--- config.mk ---
export PLATFORM = sky130hd
export DESIGN_NAME = tftp_block_receiver
export DESIGN_NICKNAME = d
export VERILOG_FILES = /design/src/design/tbr_pkg.sv /design/src/design/tftp_block_receiver.sv
export SDC_FILE = /design/constraint.sdc
export NUM_CORES = 1
export LEC_CHECK = 0
export BUFFER_PORTS_ARGS = -buffer_cell sky130_fd_sc_hd__buf_4
export CAP_MARGIN = 20
export CELL_PAD_IN_SITES_DETAIL_PLACEMENT = 0
export CELL_PAD_IN_SITES_GLOBAL_PLACEMENT = 2
export CORE_MARGIN = 1
export CORE_UTILIZATION = 34
export DETAILED_ROUTE_END_ITERATION = 12
export GPL_TIMING_DRIVEN = 0
export PLACE_DENSITY = 0.8
export SKIP_CTS_REPAIR_TIMING = 1
export SLEW_MARGIN = 20
export SYNTH_ARGS = -nofsm -noshare
export SYNTH_HDL_FRONTEND = slang
export SYNTH_SLANG_ARGS = --single-unit
--- constraint.sdc ---
create_clock -name i_clk -period 3.8 [get_ports i_clk]
set_input_delay 0.38 -clock i_clk [delete_from_list [all_inputs] [get_ports i_clk]]
set_output_delay 0.38 -clock i_clk [all_outputs]
set_load 0.02 [all_outputs]
--- src/design/tbr_pkg.sv ---
// ----------------------------------------------------------------------------
// tbr_pkg
// Shared types and constants for the TFTP block receiver.
// ----------------------------------------------------------------------------
package tbr_pkg;

    localparam int DEF_DISK_BLOCK_BYTES   = 512;
    localparam int DEF_BUFFER_DISK_BLOCKS = 32;
    localparam int DATA_BLOCK_BYTES       = 512;

    localparam logic [15:0] OP_DATA   = 16'd3;
    localparam logic [15:0] OP_ERROR  = 16'd5;
    localparam logic [15:0] HDR_BYTES = 16'd4;
    localparam logic [15:0] MAX_PACKET_BYTES = 16'(DATA_BLOCK_BYTES) + HDR_BYTES;

    localparam logic CMD_PACKET  = 1'b0;
    localparam logic CMD_TIMEOUT = 1'b1;

    typedef enum logic [2:0] {
        ST_RUN     = 3'd0,
        ST_DONE    = 3'd1,
        ST_PEER    = 3'd2,
        ST_SEQ     = 3'd3,
        ST_TIMEOUT = 3'd4
    } t_status;

endpackage

--- src/design/tftp_block_receiver.sv ---
// ----------------------------------------------------------------------------
// tftp_block_receiver
// Receive-side decision logic of a TFTP transfer, one packet header or
// timeout event per word, one result word per input word.
// ----------------------------------------------------------------------------
// Usage:
//   input channel  : i_in_valid / o_in_ready with i_cmd, i_opcode,
//                    i_block_number, i_packet_length
//   result channel : o_out_valid / i_out_ready with ack, timeout error,
//                    staging-buffer append and flush fields and status
//   config channel : i_cfg_valid / o_cfg_ready with i_cfg_server_mode,
//                    always ready, write only while the block is idle
//   Each accepted word is decided in the cycle it is accepted and its result
//   is shown in the next cycle from the output register.
//   One word per cycle is sustained: a new word is taken in the same cycle
//   the held result is taken. A stalled result register holds its word and
//   o_in_ready stays low until the result is taken.
//   Reset clears the block counter, the buffered byte count, the phase
//   (running) and server mode (client). Once the phase leaves running every
//   later word gives an all-zero result carrying the final status.
// ----------------------------------------------------------------------------
module tftp_block_receiver #(
    parameter int DISK_BLOCK_BYTES   = tbr_pkg::DEF_DISK_BLOCK_BYTES,
    parameter int BUFFER_DISK_BLOCKS = tbr_pkg::DEF_BUFFER_DISK_BLOCKS
) (
    input  logic        i_clk,
    input  logic        i_rst_n,

    input  logic        i_cfg_valid,
    output logic        o_cfg_ready,
    input  logic        i_cfg_server_mode,

    input  logic        i_in_valid,
    output logic        o_in_ready,
    input  logic        i_cmd,
    input  logic [15:0] i_opcode,
    input  logic [15:0] i_block_number,
    input  logic [15:0] i_packet_length,

    output logic        o_out_valid,
    input  logic        i_out_ready,
    output logic        o_send_ack,
    output logic [15:0] o_ack_block,
    output logic        o_send_timeout_error,
    output logic        o_append_valid,
    output logic [13:0] o_append_offset,
    output logic [9:0]  o_append_length,
    output logic [5:0]  o_flush_blocks,
    output logic [2:0]  o_status
);

    localparam logic [31:0] BUF_CAP = 32'(DISK_BLOCK_BYTES * BUFFER_DISK_BLOCKS);
    localparam longint unsigned RECIP =
        ((64'd1 << 32) + 64'(DISK_BLOCK_BYTES) - 64'd1) / 64'(DISK_BLOCK_BYTES);
    localparam logic [31:0] RECIP_32 = 32'(RECIP);
    localparam logic [15:0] ROUND_ADD = 16'(DISK_BLOCK_BYTES - 1);

    logic            r_server_mode;
    logic [15:0]     r_last_block;
    logic [14:0]     r_buffered;
    tbr_pkg::t_status r_phase;

    logic [15:0]     n_last_block;
    logic [14:0]     n_buffered;
    tbr_pkg::t_status n_phase;

    logic            r_out_valid;
    logic            r_send_ack;
    logic [15:0]     r_ack_block;
    logic            r_send_terr;
    logic            r_append_valid;
    logic [13:0]     r_append_offset;
    logic [9:0]      r_append_length;
    logic [5:0]      r_flush_blocks;
    logic [2:0]      r_status;

    logic            n_send_ack;
    logic [15:0]     n_ack_block;
    logic            n_send_terr;
    logic            n_append_valid;
    logic [13:0]     n_append_offset;
    logic [9:0]      n_append_length;
    logic [5:0]      n_flush_blocks;

    logic            w_in_accept;
    logic [15:0]     w_blk_next;
    logic [9:0]      w_alen;
    logic            w_has_payload;
    logic            w_fin;
    logic [14:0]     w_buf_after;
    logic [15:0]     w_round;
    logic [47:0]     w_prod;
    logic [5:0]      w_fin_blocks;

    assign o_cfg_ready = 1'b1;
    assign o_in_ready  = !r_out_valid || i_out_ready;
    assign w_in_accept = i_in_valid && o_in_ready;

    // payload placement and flush arithmetic
    assign w_blk_next    = r_last_block + 16'd1;
    assign w_alen        = 10'(i_packet_length - tbr_pkg::HDR_BYTES);
    assign w_has_payload = i_packet_length > tbr_pkg::HDR_BYTES;
    assign w_fin         = i_packet_length < tbr_pkg::MAX_PACKET_BYTES;
    assign w_buf_after   = w_has_payload ? (r_buffered + 15'(w_alen)) : r_buffered;
    assign w_round       = {1'b0, w_buf_after} + ROUND_ADD;
    assign w_prod        = 48'(w_round) * 48'(RECIP_32);
    assign w_fin_blocks  = w_prod[37:32];

    // next phase
    always_comb begin
        n_phase = r_phase;
        if (r_phase == tbr_pkg::ST_RUN) begin
            if (i_cmd == tbr_pkg::CMD_TIMEOUT) begin
                if (!r_server_mode) begin
                    n_phase = tbr_pkg::ST_TIMEOUT;
                end
            end else if (i_opcode == tbr_pkg::OP_ERROR) begin
                n_phase = tbr_pkg::ST_PEER;
            end else if (i_opcode == tbr_pkg::OP_DATA) begin
                if (i_block_number != w_blk_next) begin
                    if (i_block_number != r_last_block && r_last_block == 16'd0) begin
                        n_phase = tbr_pkg::ST_SEQ;
                    end
                end else if (i_packet_length <= tbr_pkg::MAX_PACKET_BYTES && w_fin) begin
                    n_phase = tbr_pkg::ST_DONE;
                end
            end
        end
    end

    // result fields and counters
    always_comb begin
        n_last_block    = r_last_block;
        n_buffered      = r_buffered;
        n_send_ack      = 1'b0;
        n_ack_block     = '0;
        n_send_terr     = 1'b0;
        n_append_valid  = 1'b0;
        n_append_offset = '0;
        n_append_length = '0;
        n_flush_blocks  = '0;
        if (r_phase == tbr_pkg::ST_RUN) begin
            if (i_cmd == tbr_pkg::CMD_TIMEOUT) begin
                if (r_server_mode) begin
                    n_send_terr = 1'b1;
                end
            end else if (i_opcode == tbr_pkg::OP_DATA) begin
                if (i_block_number != w_blk_next) begin
                    if (i_block_number == r_last_block) begin
                        n_send_ack  = 1'b1;
                        n_ack_block = r_last_block;
                    end
                end else if (i_packet_length <= tbr_pkg::MAX_PACKET_BYTES) begin
                    n_last_block = w_blk_next;
                    n_send_ack   = 1'b1;
                    n_ack_block  = w_blk_next;
                    n_buffered   = w_buf_after;
                    if (w_has_payload) begin
                        n_append_valid  = 1'b1;
                        n_append_offset = r_buffered[13:0];
                        n_append_length = w_alen;
                    end
                    if (w_fin) begin
                        n_flush_blocks = w_fin_blocks;
                        n_buffered     = '0;
                    end else if (32'(w_buf_after) >= BUF_CAP) begin
                        n_flush_blocks = 6'(BUFFER_DISK_BLOCKS);
                        n_buffered     = w_buf_after - 15'(BUF_CAP);
                    end
                end
            end
        end
    end

    always_ff @(posedge i_clk) begin
        if (!i_rst_n) begin
            r_server_mode <= 1'b0;
            r_last_block  <= '0;
            r_buffered    <= '0;
            r_phase       <= tbr_pkg::ST_RUN;
            r_out_valid   <= 1'b0;
        end else begin
            if (i_cfg_valid && o_cfg_ready) begin
                r_server_mode <= i_cfg_server_mode;
            end
            if (w_in_accept) begin
                r_last_block <= n_last_block;
                r_buffered   <= n_buffered;
                r_phase      <= n_phase;
                r_out_valid  <= 1'b1;
            end else if (i_out_ready) begin
                r_out_valid  <= 1'b0;
            end
        end
    end

    always_ff @(posedge i_clk) begin
        if (w_in_accept) begin
            r_send_ack      <= n_send_ack;
            r_ack_block     <= n_ack_block;
            r_send_terr     <= n_send_terr;
            r_append_valid  <= n_append_valid;
            r_append_offset <= n_append_offset;
            r_append_length <= n_append_length;
            r_flush_blocks  <= n_flush_blocks;
            r_status        <= n_phase;
        end
    end

    assign o_out_valid          = r_out_valid;
    assign o_send_ack           = r_send_ack;
    assign o_ack_block          = r_ack_block;
    assign o_send_timeout_error = r_send_terr;
    assign o_append_valid       = r_append_valid;
    assign o_append_offset      = r_append_offset;
    assign o_append_length      = r_append_length;
    assign o_flush_blocks       = r_flush_blocks;
    assign o_status             = r_status;

    // a terminal phase never changes
    a_phase_sticky: assert property (@(posedge i_clk) disable iff (!i_rst_n)
        (r_phase != tbr_pkg::ST_RUN) |=> (r_phase == $past(r_phase)))
        else $error("phase left a terminal state");

    // a finished transfer leaves nothing buffered
    a_done_empty: assert property (@(posedge i_clk) disable iff (!i_rst_n)
        (r_phase == tbr_pkg::ST_DONE) |-> (r_buffered == 15'd0))
        else $error("buffer not empty after finish");

    // an append always comes with an acknowledgement and no timeout error
    a_append_acked: assert property (@(posedge i_clk) disable iff (!i_rst_n)
        (o_out_valid && o_append_valid) |-> (o_send_ack && !o_send_timeout_error))
        else $error("append without ack");

    // result status follows the stored phase
    a_status_phase: assert property (@(posedge i_clk) disable iff (!i_rst_n)
        (w_in_accept) |=> (o_status == r_phase))
        else $error("status differs from phase");

    // payload length bounded by one data block
    a_append_len: assert property (@(posedge i_clk) disable iff (!i_rst_n)
        (o_out_valid && o_append_valid) |->
        (o_append_length != 10'd0 && 32'(o_append_length) <= 32'(tbr_pkg::DATA_BLOCK_BYTES)))
        else $error("append length out of range");

endmodule

Word-level counts from Yosys, hierarchy flattened
Index checks and enable logic that the tools add are counted.

storage, ports and cells
  bits in registers = 88
  bits in latches = 0
  memory bits (writable) = 0
  ROM bits = 0
  output and inout port bits = 55
  logic and storage cells = 69
  memories = 0

cells by class
  $add $sub $neg = 5
  multiply operators = 0
  divide/modulo/power cells = 0
  order comparisons = 4
  eq/ne operators = 5
  shift operators = 0
  muxes and demuxes = 23
  bitwise gates (word level) = 6
  reductions and logical operators = 13

operators by type and width
  kind                                                           count
  2-to-1 mux 16 bit                                              3
  2-to-1 mux 15 bit                                              3
  inequality test 16 bit                                         2
  2-to-1 mux 3 bit                                               8
  adder 16 x 1 -> 16 bit (second input constant)                 1
  equality test 16 bit                                           1
  equality test 16 x 2 -> 1 bit (second input constant)          1
  equality test 16 x 3 -> 1 bit (second input constant)          1
  > comparator 16 x 3 -> 1 bit (second input constant)           1
  <= comparator 16 x 10 -> 1 bit (second input constant)         1
  logical NOT 16 bit                                             1
  less-than comparator 16 x 10 -> 1 bit (second input constant)  1
  adder 15 x 10 -> 15 bit                                        1
  adder 15 x 9 -> 15 bit (second input constant)                 1
  >= comparator 15 bit (second input constant)                   1
  subtractor 15 bit (second input constant)                      1
  2-to-1 mux 6 bit                                               2
  subtractor 10 x 3 -> 10 bit (second input constant)            1
  2-to-1 mux 1 bit                                               7
  NOT 1 bit                                                      6
  AND reduction 6 bit                                            1
  OR reduction 6 bit                                             1
  OR reduction 5 bit                                             1
  logical AND 1 bit                                              3
  other kinds (6)                                                6

Longest topological paths before layout
Gate-level depths: netlist of run 1.

  depth in word-level cells = 8
  gate-level depth with buffers = 14
  depth with buffers taken out = 14

Least setup slack after synthesis of run 1
No wires, ideal clock.

  kind = input to register
  start point = input port i_packet_length[2]
  end point = register r_flush_blocks[5] (netlist: o_flush_blocks[5]), data pin
  library setup time = 254 ps
  arrival = 3101 ps
  required time = 3546 ps
  slack = 446 ps
  stages = 12
  path buffers = 0
  path through = inv_1 > ha_1 > xor2_1 > ha_1 > a21o_1 > a221oi_1 > o221a_2 > nor3_1 > xnor2_1 > or3_1 > o311a_1 > a21o_1

on the way
  longest elaborated chain between the ends = 6
  elaborated cells between the ends (all ways) = 12

RTL lines
  item                           line                        source
  from (decl)                    tftp_block_receiver.sv:38   input logic [15:0] i_packet_length,
  subtractor 10 x 3 -> 10 bit *  tftp_block_receiver.sv:101  assign w_alen = 10'(i_packet_length - tbr_pkg::HDR_BYTES);
  net w_alen[4]                  tftp_block_receiver.sv:87   logic [9:0] w_alen;
  adder 15 x 10 -> 15 bit *      tftp_block_receiver.sv:104  assign w_buf_after = w_has_payload ? (r_buffered + 15'(w_alen)) : r_buffered;
  2-to-1 mux 15 bit *            tftp_block_receiver.sv:104
  >= comparator 15 bit           tftp_block_receiver.sv:166  end else if (32'(w_buf_after) >= BUF_CAP) begin
  2-to-1 mux 6 bit               tftp_block_receiver.sv:166
  2-to-1 mux 6 bit *             tftp_block_receiver.sv:163  if (w_fin) begin
  to (signal assigned)           tftp_block_receiver.sv:205  r_flush_blocks <= n_flush_blocks;
  to (decl)                      tftp_block_receiver.sv:74   logic [5:0] r_flush_blocks;

The timed path passes the listed nets; every way through them passes the cells marked *.
A chain may end at the register's enable or synchronous reset.

Worst setup path after layout of run 1
Ends and elaborated chain as after synthesis.

==> results by group, run 1 <==
Global route
  – Busiest grt layer: met2
  – First-pass GRT wire length: 25900 um
  – GR Overflow Total: 0
  – Routing usage on met1: about 30%
  – Number of global-route vias before repair: approximately 4600
  – Initial antenna violation count: 0
  – GRT met3 Usage: 3.77%
  – All-layer global routing usage: 21.2%
  – Met2 usage: about a third
  – Largest net degree at the start of global routing: 55

Synth
  – Most common cell in the netlist: nor2_1
  – Sequential area share after synthesis: between 40% and 50%
  – Synth area leaders: edfxtp_1 29%, dfxtp_1 14%, xnor2_1 5.6%, nor2_1 5.0%, ha_1 3.5%
  – Synthesized area: 5320 um2
  – Seq cells post-synth: a little under 90
  – Post-synth EDFFs: 52
  – Ys async rst share: 0%
  – Commonest cells in the netlist: 71 x nor2_1, 52 x edfxtp_1, 36 x dfxtp_1
  – Syn avg cell area: roughly 9.3 um2
  – Dominant cell type by area after synthesis: edfxtp_1
  – Cell variety after synth: 64
  – Gate Count Post-Synth: 573
  – Post-Syn Nets: 644
  – Top cell type's share of synthesized area: 29.4%
  – Synthesis warning total: 0
  – Synth Flop Type: edfxtp_1

Timing
  – Total negative setup slack: 0 ns
  – Worst Skew: 0.00946 ns
  – Worst hold slack: between 0.2 and 0.3 ns
  – Final slew viol count: 0
  – Max Fclk: roughly 280 MHz
  – Period utilisation layout: 94.0%
  – Worst relative slew slack: a little under 40%
  – Setup ws final: about 0.23 ns
  – Hold Violations, Final: 0
  – RSZ-0062 raised after global routing: false
  – Fin crit period: about 3.6 ns
  – # setup viols final: 0
  – Worst slew pin tran: 0.908 ns

Power
  – Pwr Density: 325 nW/um2
  – Flop pwr share: a little under half
  – Switching fraction of total power: about a quarter
  – VDD IR max: 0.000199 V
  – Total power: between 2 and 2.5 mW
  – Clk pwr share: 40.3%
  – Comb power frac: between 10% and 20%
  – Leak: 2.67 nW
  – Net Sw Power: 0.533 mW
  – Pint: 1.65 mW

Clock network
  – Clk slew on worst S/H paths: 0.07 ns
  – CTS tree: done
  – Inserted Clock Buffers: 9
  – Bufs on Longest Clock Path: 2
  – Root Driver: clkbuf_16
  – Htree depth: 3
  – Worst-Skew Late Latency: 0.35 ns
  – Sink Count: 88

Drt
  – DRC: 0
  – Drt pass-1 iters: 4
  – Via count: ~4800
  – Vias per cell: about 5.3
  – Initial DRC Count: 400
  – Drt total wl: between 15000 and 20000 um
  – Post-route ant nets: 0
  – WL/cell: around 18 um

Floorplan
  – Core ar.: 15300 um2
  – Die width: 127 um
  – Num rows: 45
  – DIE AREA: 16200 um2
  – Num ports: 110
  – Die Ht: 127 um
  – Initial Util: between 30% and 40%

Min path
  – Hold Path Sink: r_server_mode
  – Worst hold path class: input port to flop
  – Hold wc startpoint: i_cfg_server_mode
  – Hold Crit Depth: 3

Setup path
  – Largest fanout on the critical path: 9
  – R2R depth: 12
  – WP data arrival: 3.67 ns
  – CP endpoint kind: flop
  – Worst R2R Start: r_last_block[1]
  – Startpoint Class: input port
  – Worst R2R Setup Slack: 0.26 ns
  – Reg2reg end: o_ack_block[15]
  – CP required: 3.90 ns
  – Slowest cell delay on critical path: 0.40 ns
  – CP cell instances: buf_4 > inv_1 > ha_1 > xor2_2 > ha_1 > a21o_1 > a221oi_2 > o221a_2 > nor3_1 > xnor2_1 > or3_1 > o311a_1 > a21o_1
  – Slowest CP cell: or3_1
  – Critical path class: input port to flop

Placed design
  – Gpl congestion: 0.870
  – Worst slack at placement: -0.448 ns
  – Cell Area, Placed: 6390 um2
  – Placed Instances: 891
  – Number of port buffers: around 110
  – Hpwl dp: 12500 um

Run
  – MaxCap Viol Count: 0

Cells and area
  – Ant diodes: 0
  – Final instance area: 6740 um2
  – Nets@finish: approximately 760
  – Non-Filler Instances: 909
  – Layout cells sized above 1: 23.4%
  – Area Overhead vs Synth: 26.7%
  – Util after Layout: 44.2%

Run status
  – Status: complete, no violations
[sequential cells by signal, summed over array words and instances, names as in the netlist]
signal,flops
o_send_ack,1
r_last_block,16
r_buffered,15
o_flush_blocks,6
o_send_timeout_error,1
o_out_valid,1
o_append_length,10
o_ack_block,16
r_phase,3
r_server_mode,1
o_status,3
o_append_valid,1
o_append_offset,14
[kinds of logic after synthesis]
family | synth area share (%)
AO/OA/AOI/OAI | 12.1
XOR/XNOR | 8.75
flip-flops | 42.9
adder cells (fa/ha/maj) | 3.90
buffers and inverters | 4.87
AND/OR/NAND/NOR | 25.4
other | 0.0705
multiplexers | 2.07
[layout by cell type (no fill, tap or decap), drive strengths merged, types with 4 or more instances in the layout]
master,instances
and4,5
nor4,26
and2,4
edfxtp,52
nand2b,4
xnor2,35
a21oi,21
nor3b,5
o21ai,11
or4,4
a31oi,4
nor3,16
o311ai,4
and3,29
o31ai,6
nor2,71
a21o,7
nand3,30
or3,7
nand2,35
dfxtp,36
a221o,5
nand4,14
buf,130
clkbuf,31
inv,18
mux2i,11
ha,15
xor2,16
[area by class of cell]
cell class,count,area (um2)
clock buffers,12,236
clock inverters,4,46.3
plain buffers,40,193
flip-flops and latches,88,2280
fillers,1518,8520
repair buffers,109,818
inverters,18,70.1
well taps,211,264
multi-input cells,427,2830
[power groups by stage]
stage	Combinational, mW	Sequential (mW)	Clock, mW
final	0.258	1.05	0.883
after global routing	0.278	1.05	0.941
after CTS	0.256	1.05	0.902
after detailed placement	0.255	1.07	0
after global placement	0.252	1.07	0
after floorplan	0.0904	1.11	0
[worst max-delay path: cells and delay by family]
kind / cells / cell delay [ns]
AO/OA/AOI/OAI: 5 / 1.38
XOR/XNOR: 2 / 0.53
adder cells (fa/ha/maj): 2 / 0.63
buffers and inverters: 2 / 0.28
AND/OR/NAND/NOR: 2 / 0.47
[how the worst max path moves through the flow]
stage                       start                  to  slack [ns]  depth (start not counted)
6_report       i_packet_length[2]   o_flush_blocks[5]        0.23                         13
3_3_place_gp   i_packet_length[2]   o_flush_blocks[5]       -0.48                         13
3_5_place_dp   i_packet_length[2]   o_flush_blocks[5]       -0.45                         13
5_1_grt          r_last_block[14]      o_ack_block[2]        0.04                         10
4_1_cts           r_last_block[1]  o_append_offset[0]       -0.20                         11
2_1_floorplan  i_packet_length[2]   o_flush_blocks[5]        0.45                         12
[routing by layer]
metal / vias to the layer above / share of wire, %
met3: 17 / 5.1
met4: 0 / 1.3
li1: 2356 / -
met1: 2291 / 49
met5: - / 0
met2: 150 / 44
No activity file was read; power rests on OpenSTA's default activity.
==> run 2, diff against run 1 <==
--- a/config.mk
+++ b/config.mk
@@ -15,7 +15,7 @@
 export GPL_TIMING_DRIVEN = 0
 export PLACE_DENSITY = 0.8
 export SKIP_CTS_REPAIR_TIMING = 1
-export SLEW_MARGIN = 20
+export SLEW_MARGIN = 15
 export SYNTH_ARGS = -nofsm -noshare
 export SYNTH_HDL_FRONTEND = slang
 export SYNTH_SLANG_ARGS = --single-unit
==> constraint.sdc (replaced) <==
create_clock -name i_clk -period 3.8 [get_ports i_clk]
set_input_delay 0.95 -clock i_clk [delete_from_list [all_inputs] [get_ports i_clk]]
set_output_delay 0.95 -clock i_clk [all_outputs]
set_load 0.02 [all_outputs]
==> run 2 against run 1 <==
- sequential cell count unchanged
- utilization rose by 3.1 points
- wire length rose by 2.4%
- via count is 1.8% higher
- critical path depth unchanged
- sequential power about the same
==> results by group, run 2 (same netlist as run 1, synthesis figures left out) <==
Min path
  – Hold wc startpoint: r_buffered[14]
  – Worst hold path class: flop to flop
  – Hold Path Sink: r_buffered[14]
  – Hold Crit Depth: 2 (-1)

Cells and area
  – Layout cells sized above 1: 30.0% (+6.6 points)
  – Most common cell after layout, fill and taps aside: buf_4
  – Register area: 2280 um2 (unchanged)
  – Filler cell count: 1444 (-4.9%)
  – Area Overhead vs Synth: 35.6%
  – Util after Layout: 47.3% (+3.1 points)
  – Nets@finish: 783 (+2.5%)
  – Most frequent cells in the layout: 130 x buf_4, 70 x nor2_1, 52 x edfxtp_1
  – Area of the multi-input gates: 3140 um2 (+11%)
  – Ant diodes: 0 (unchanged)

Setup path
  – WP data arrival: 3.89 ns (+0.22 ns)
  – Largest fanout on the critical path: 5 (-4)
  – CP required: 3.90 ns (about the same)
  – R2R depth: 10 (-2)
  – Reg2reg end: o_ack_block[2]
  – Worst R2R Start: r_last_block[14]
  – Critical path class: input port to flop
  – CP endpoint kind: flop
  – Startpoint Class: input port
  – Worst R2R Setup Slack: 0.21 ns (-0.05 ns)

Global route
  – Initial antenna violation count: 0 (unchanged)
  – Number of global-route vias before repair: 4482 (-2.9%)
  – First-pass GRT wire length: 25200 um (-3.0%)
  – Largest net degree at the start of global routing: 39 (-29%)
  – All-layer global routing usage: 20.6% (-0.56 points)
  – GR Overflow Total: 0 (unchanged)

Power
  – Pint: 1.67 mW (+0.68%)
  – Total power: 2.23 mW (+1.7%)
  – Switching fraction of total power: 25.2% (+0.78 points)
  – Flop pwr share: 47.0% (-0.9 points)
  – Clk pwr share: 39.8% (-0.5 points)
  – Pwr Density: 309 nW/um2 (-4.9%)
  – Net Sw Power: 0.560 mW (+5.0%)
  – Leak: 2.82 nW (+5.5%)
  – VDD IR max: 0.000186 V (-6.2%)
  – Comb power frac: 13.2% (+1.4 points)

Clock network
  – Htree depth: 3 (unchanged)
  – Root Driver: clkbuf_16
  – Clk slew on worst S/H paths: 0.06 ns (about the same)
  – Worst-Skew Late Latency: 0.35 ns (about the same)
  – Sink Count: 88 (unchanged)
  – Bufs on Longest Clock Path: 2 (unchanged)
  – CTS tree: done
  – Inserted Clock Buffers: 9 (unchanged)

Floorplan
  – Num rows: 45 (unchanged)
  – DIE AREA: 16200 um2 (unchanged)
  – Die Ht: 127 um (unchanged)
  – Core ar.: 15300 um2 (unchanged)
  – Num ports: 110 (unchanged)
  – Die width: 127 um (unchanged)
  – Initial Util: 34.9% (unchanged)

Drt
  – DRC: 0 (unchanged)
  – WL/cell: 18.2 um (+0.31%)
  – Drt total wl: 16900 um (+2.4%)
  – Drt pass-1 iters: 4 (unchanged)
  – Via count: 4902 (+1.8%)
  – Vias per cell: 5.28 (-0.26%)
  – Post-route ant nets: 0 (unchanged)
  – Initial DRC Count: 308 (-23%)

Placed design
  – Gpl congestion: 0.915 (+5.1%)
  – Number of port buffers: 107 (unchanged)
  – Worst slack at placement: -0.837 ns (-0.389 ns)
  – Hpwl dp: 12300 um (-1.3%)

Timing
  – Final slew viol count: 0 (unchanged)
  – Max Fclk: 263 MHz (-5.9%)
  – Hold Violations, Final: 0 (unchanged)
  – Period utilisation layout: 99.9% (+5.9 points)
  – RSZ-0062 raised after global routing: true
  – Worst hold slack: 0.451 ns (+0.172 ns)
  – Setup ws final: 0.00276 ns (-0.224 ns)
  – Fin crit period: 3.80 ns (+0.224 ns)
  – Worst relative slew slack: 36.8% (-2.1 points)
  – # setup viols final: 0 (unchanged)
  – Worst Skew: 0.00656 ns (-0.00290 ns)
  – Worst slew pin tran: 0.939 ns (+0.0309 ns)

Run
  – MaxCap Viol Count: 0 (unchanged)

Run status
  – Status: complete, no violations
## run 2: cell types whose count changed in the layout (fill, tap and decap cells not counted), moves of 3 or more
cell      change
xnor2_2       +6
buf_4        +17
clkinv_2      +3
ha_1          -8
clkbuf_1      -3
xnor2_1       -6
ha_4          +7
## run 2: stage by stage
stage | std cells | instance area, um2 | TNS, ns
floorplan | 573 | 5350 | 0
global placement | 891 | 6410 | -17.61
detailed placement | 892 | 6430 | -18.77
CTS | 908 | 6730 | -3.30
global route | 928 | 7210 | -0.0356
finish | 928 | 7210 | 0
## run 2: layout make-up
| cell class | count | area share [%] |
|---|---|---|
| plain buffers | 40 | 2.71 |
| clock buffers | 11 | 3.66 |
| clock inverters | 5 | 0.399 |
| inverters | 18 | 0.989 |
| multi-input cells | 428 | 43.5 |
| flip-flops and latches | 88 | 31.7 |
| well taps | 211 | 3.66 |
| repair buffers | 127 | 13.4 |
## run 2: worst max path at each step
stage	startpoint	to	cells after the start
final	i_packet_length[2]	o_flush_blocks[5]	13
after global routing	i_packet_length[2]	o_flush_blocks[5]	13
after CTS	i_packet_length[2]	o_flush_blocks[5]	13
after detailed placement	i_packet_length[2]	o_flush_blocks[5]	13
after global placement	i_packet_length[2]	o_flush_blocks[5]	13
after floorplan	i_packet_length[2]	o_flush_blocks[5]	12
## run 2: power by group through the flow
stage          registers [mW]  logic [mW]  clock network, mW
2_1_floorplan            1.11      0.0909                  0
4_1_cts                  1.05       0.260              0.903
3_3_place_gp             1.07       0.252                  0
3_5_place_dp             1.07       0.259                  0
6_report                 1.05       0.295              0.885
5_1_grt                  1.05       0.316              0.936
## run 2: critical path, stage by stage
cell        delay (ns)
buf_4             0.14
clkinvlp_4        0.14
ha_4              0.21
xor2_4            0.24
ha_4              0.25
a21o_1            0.20
a221oi_4          0.35
o221a_4           0.28
nor3_1            0.08
xnor2_2           0.21
or3_4             0.38
o311a_1           0.29
a21o_1            0.16
## run 2: routing by layer
layer	wire (um)	part of all wire [%]	GRT usage (%)	vias to the layer above
li1	-	-	-	2398
met1	8340	49	30.4	2378
met2	7410	44	30.8	113
met3	921	5.5	3.14	13
met4	211	1.2	6.37	0
met5	0	0	0	-
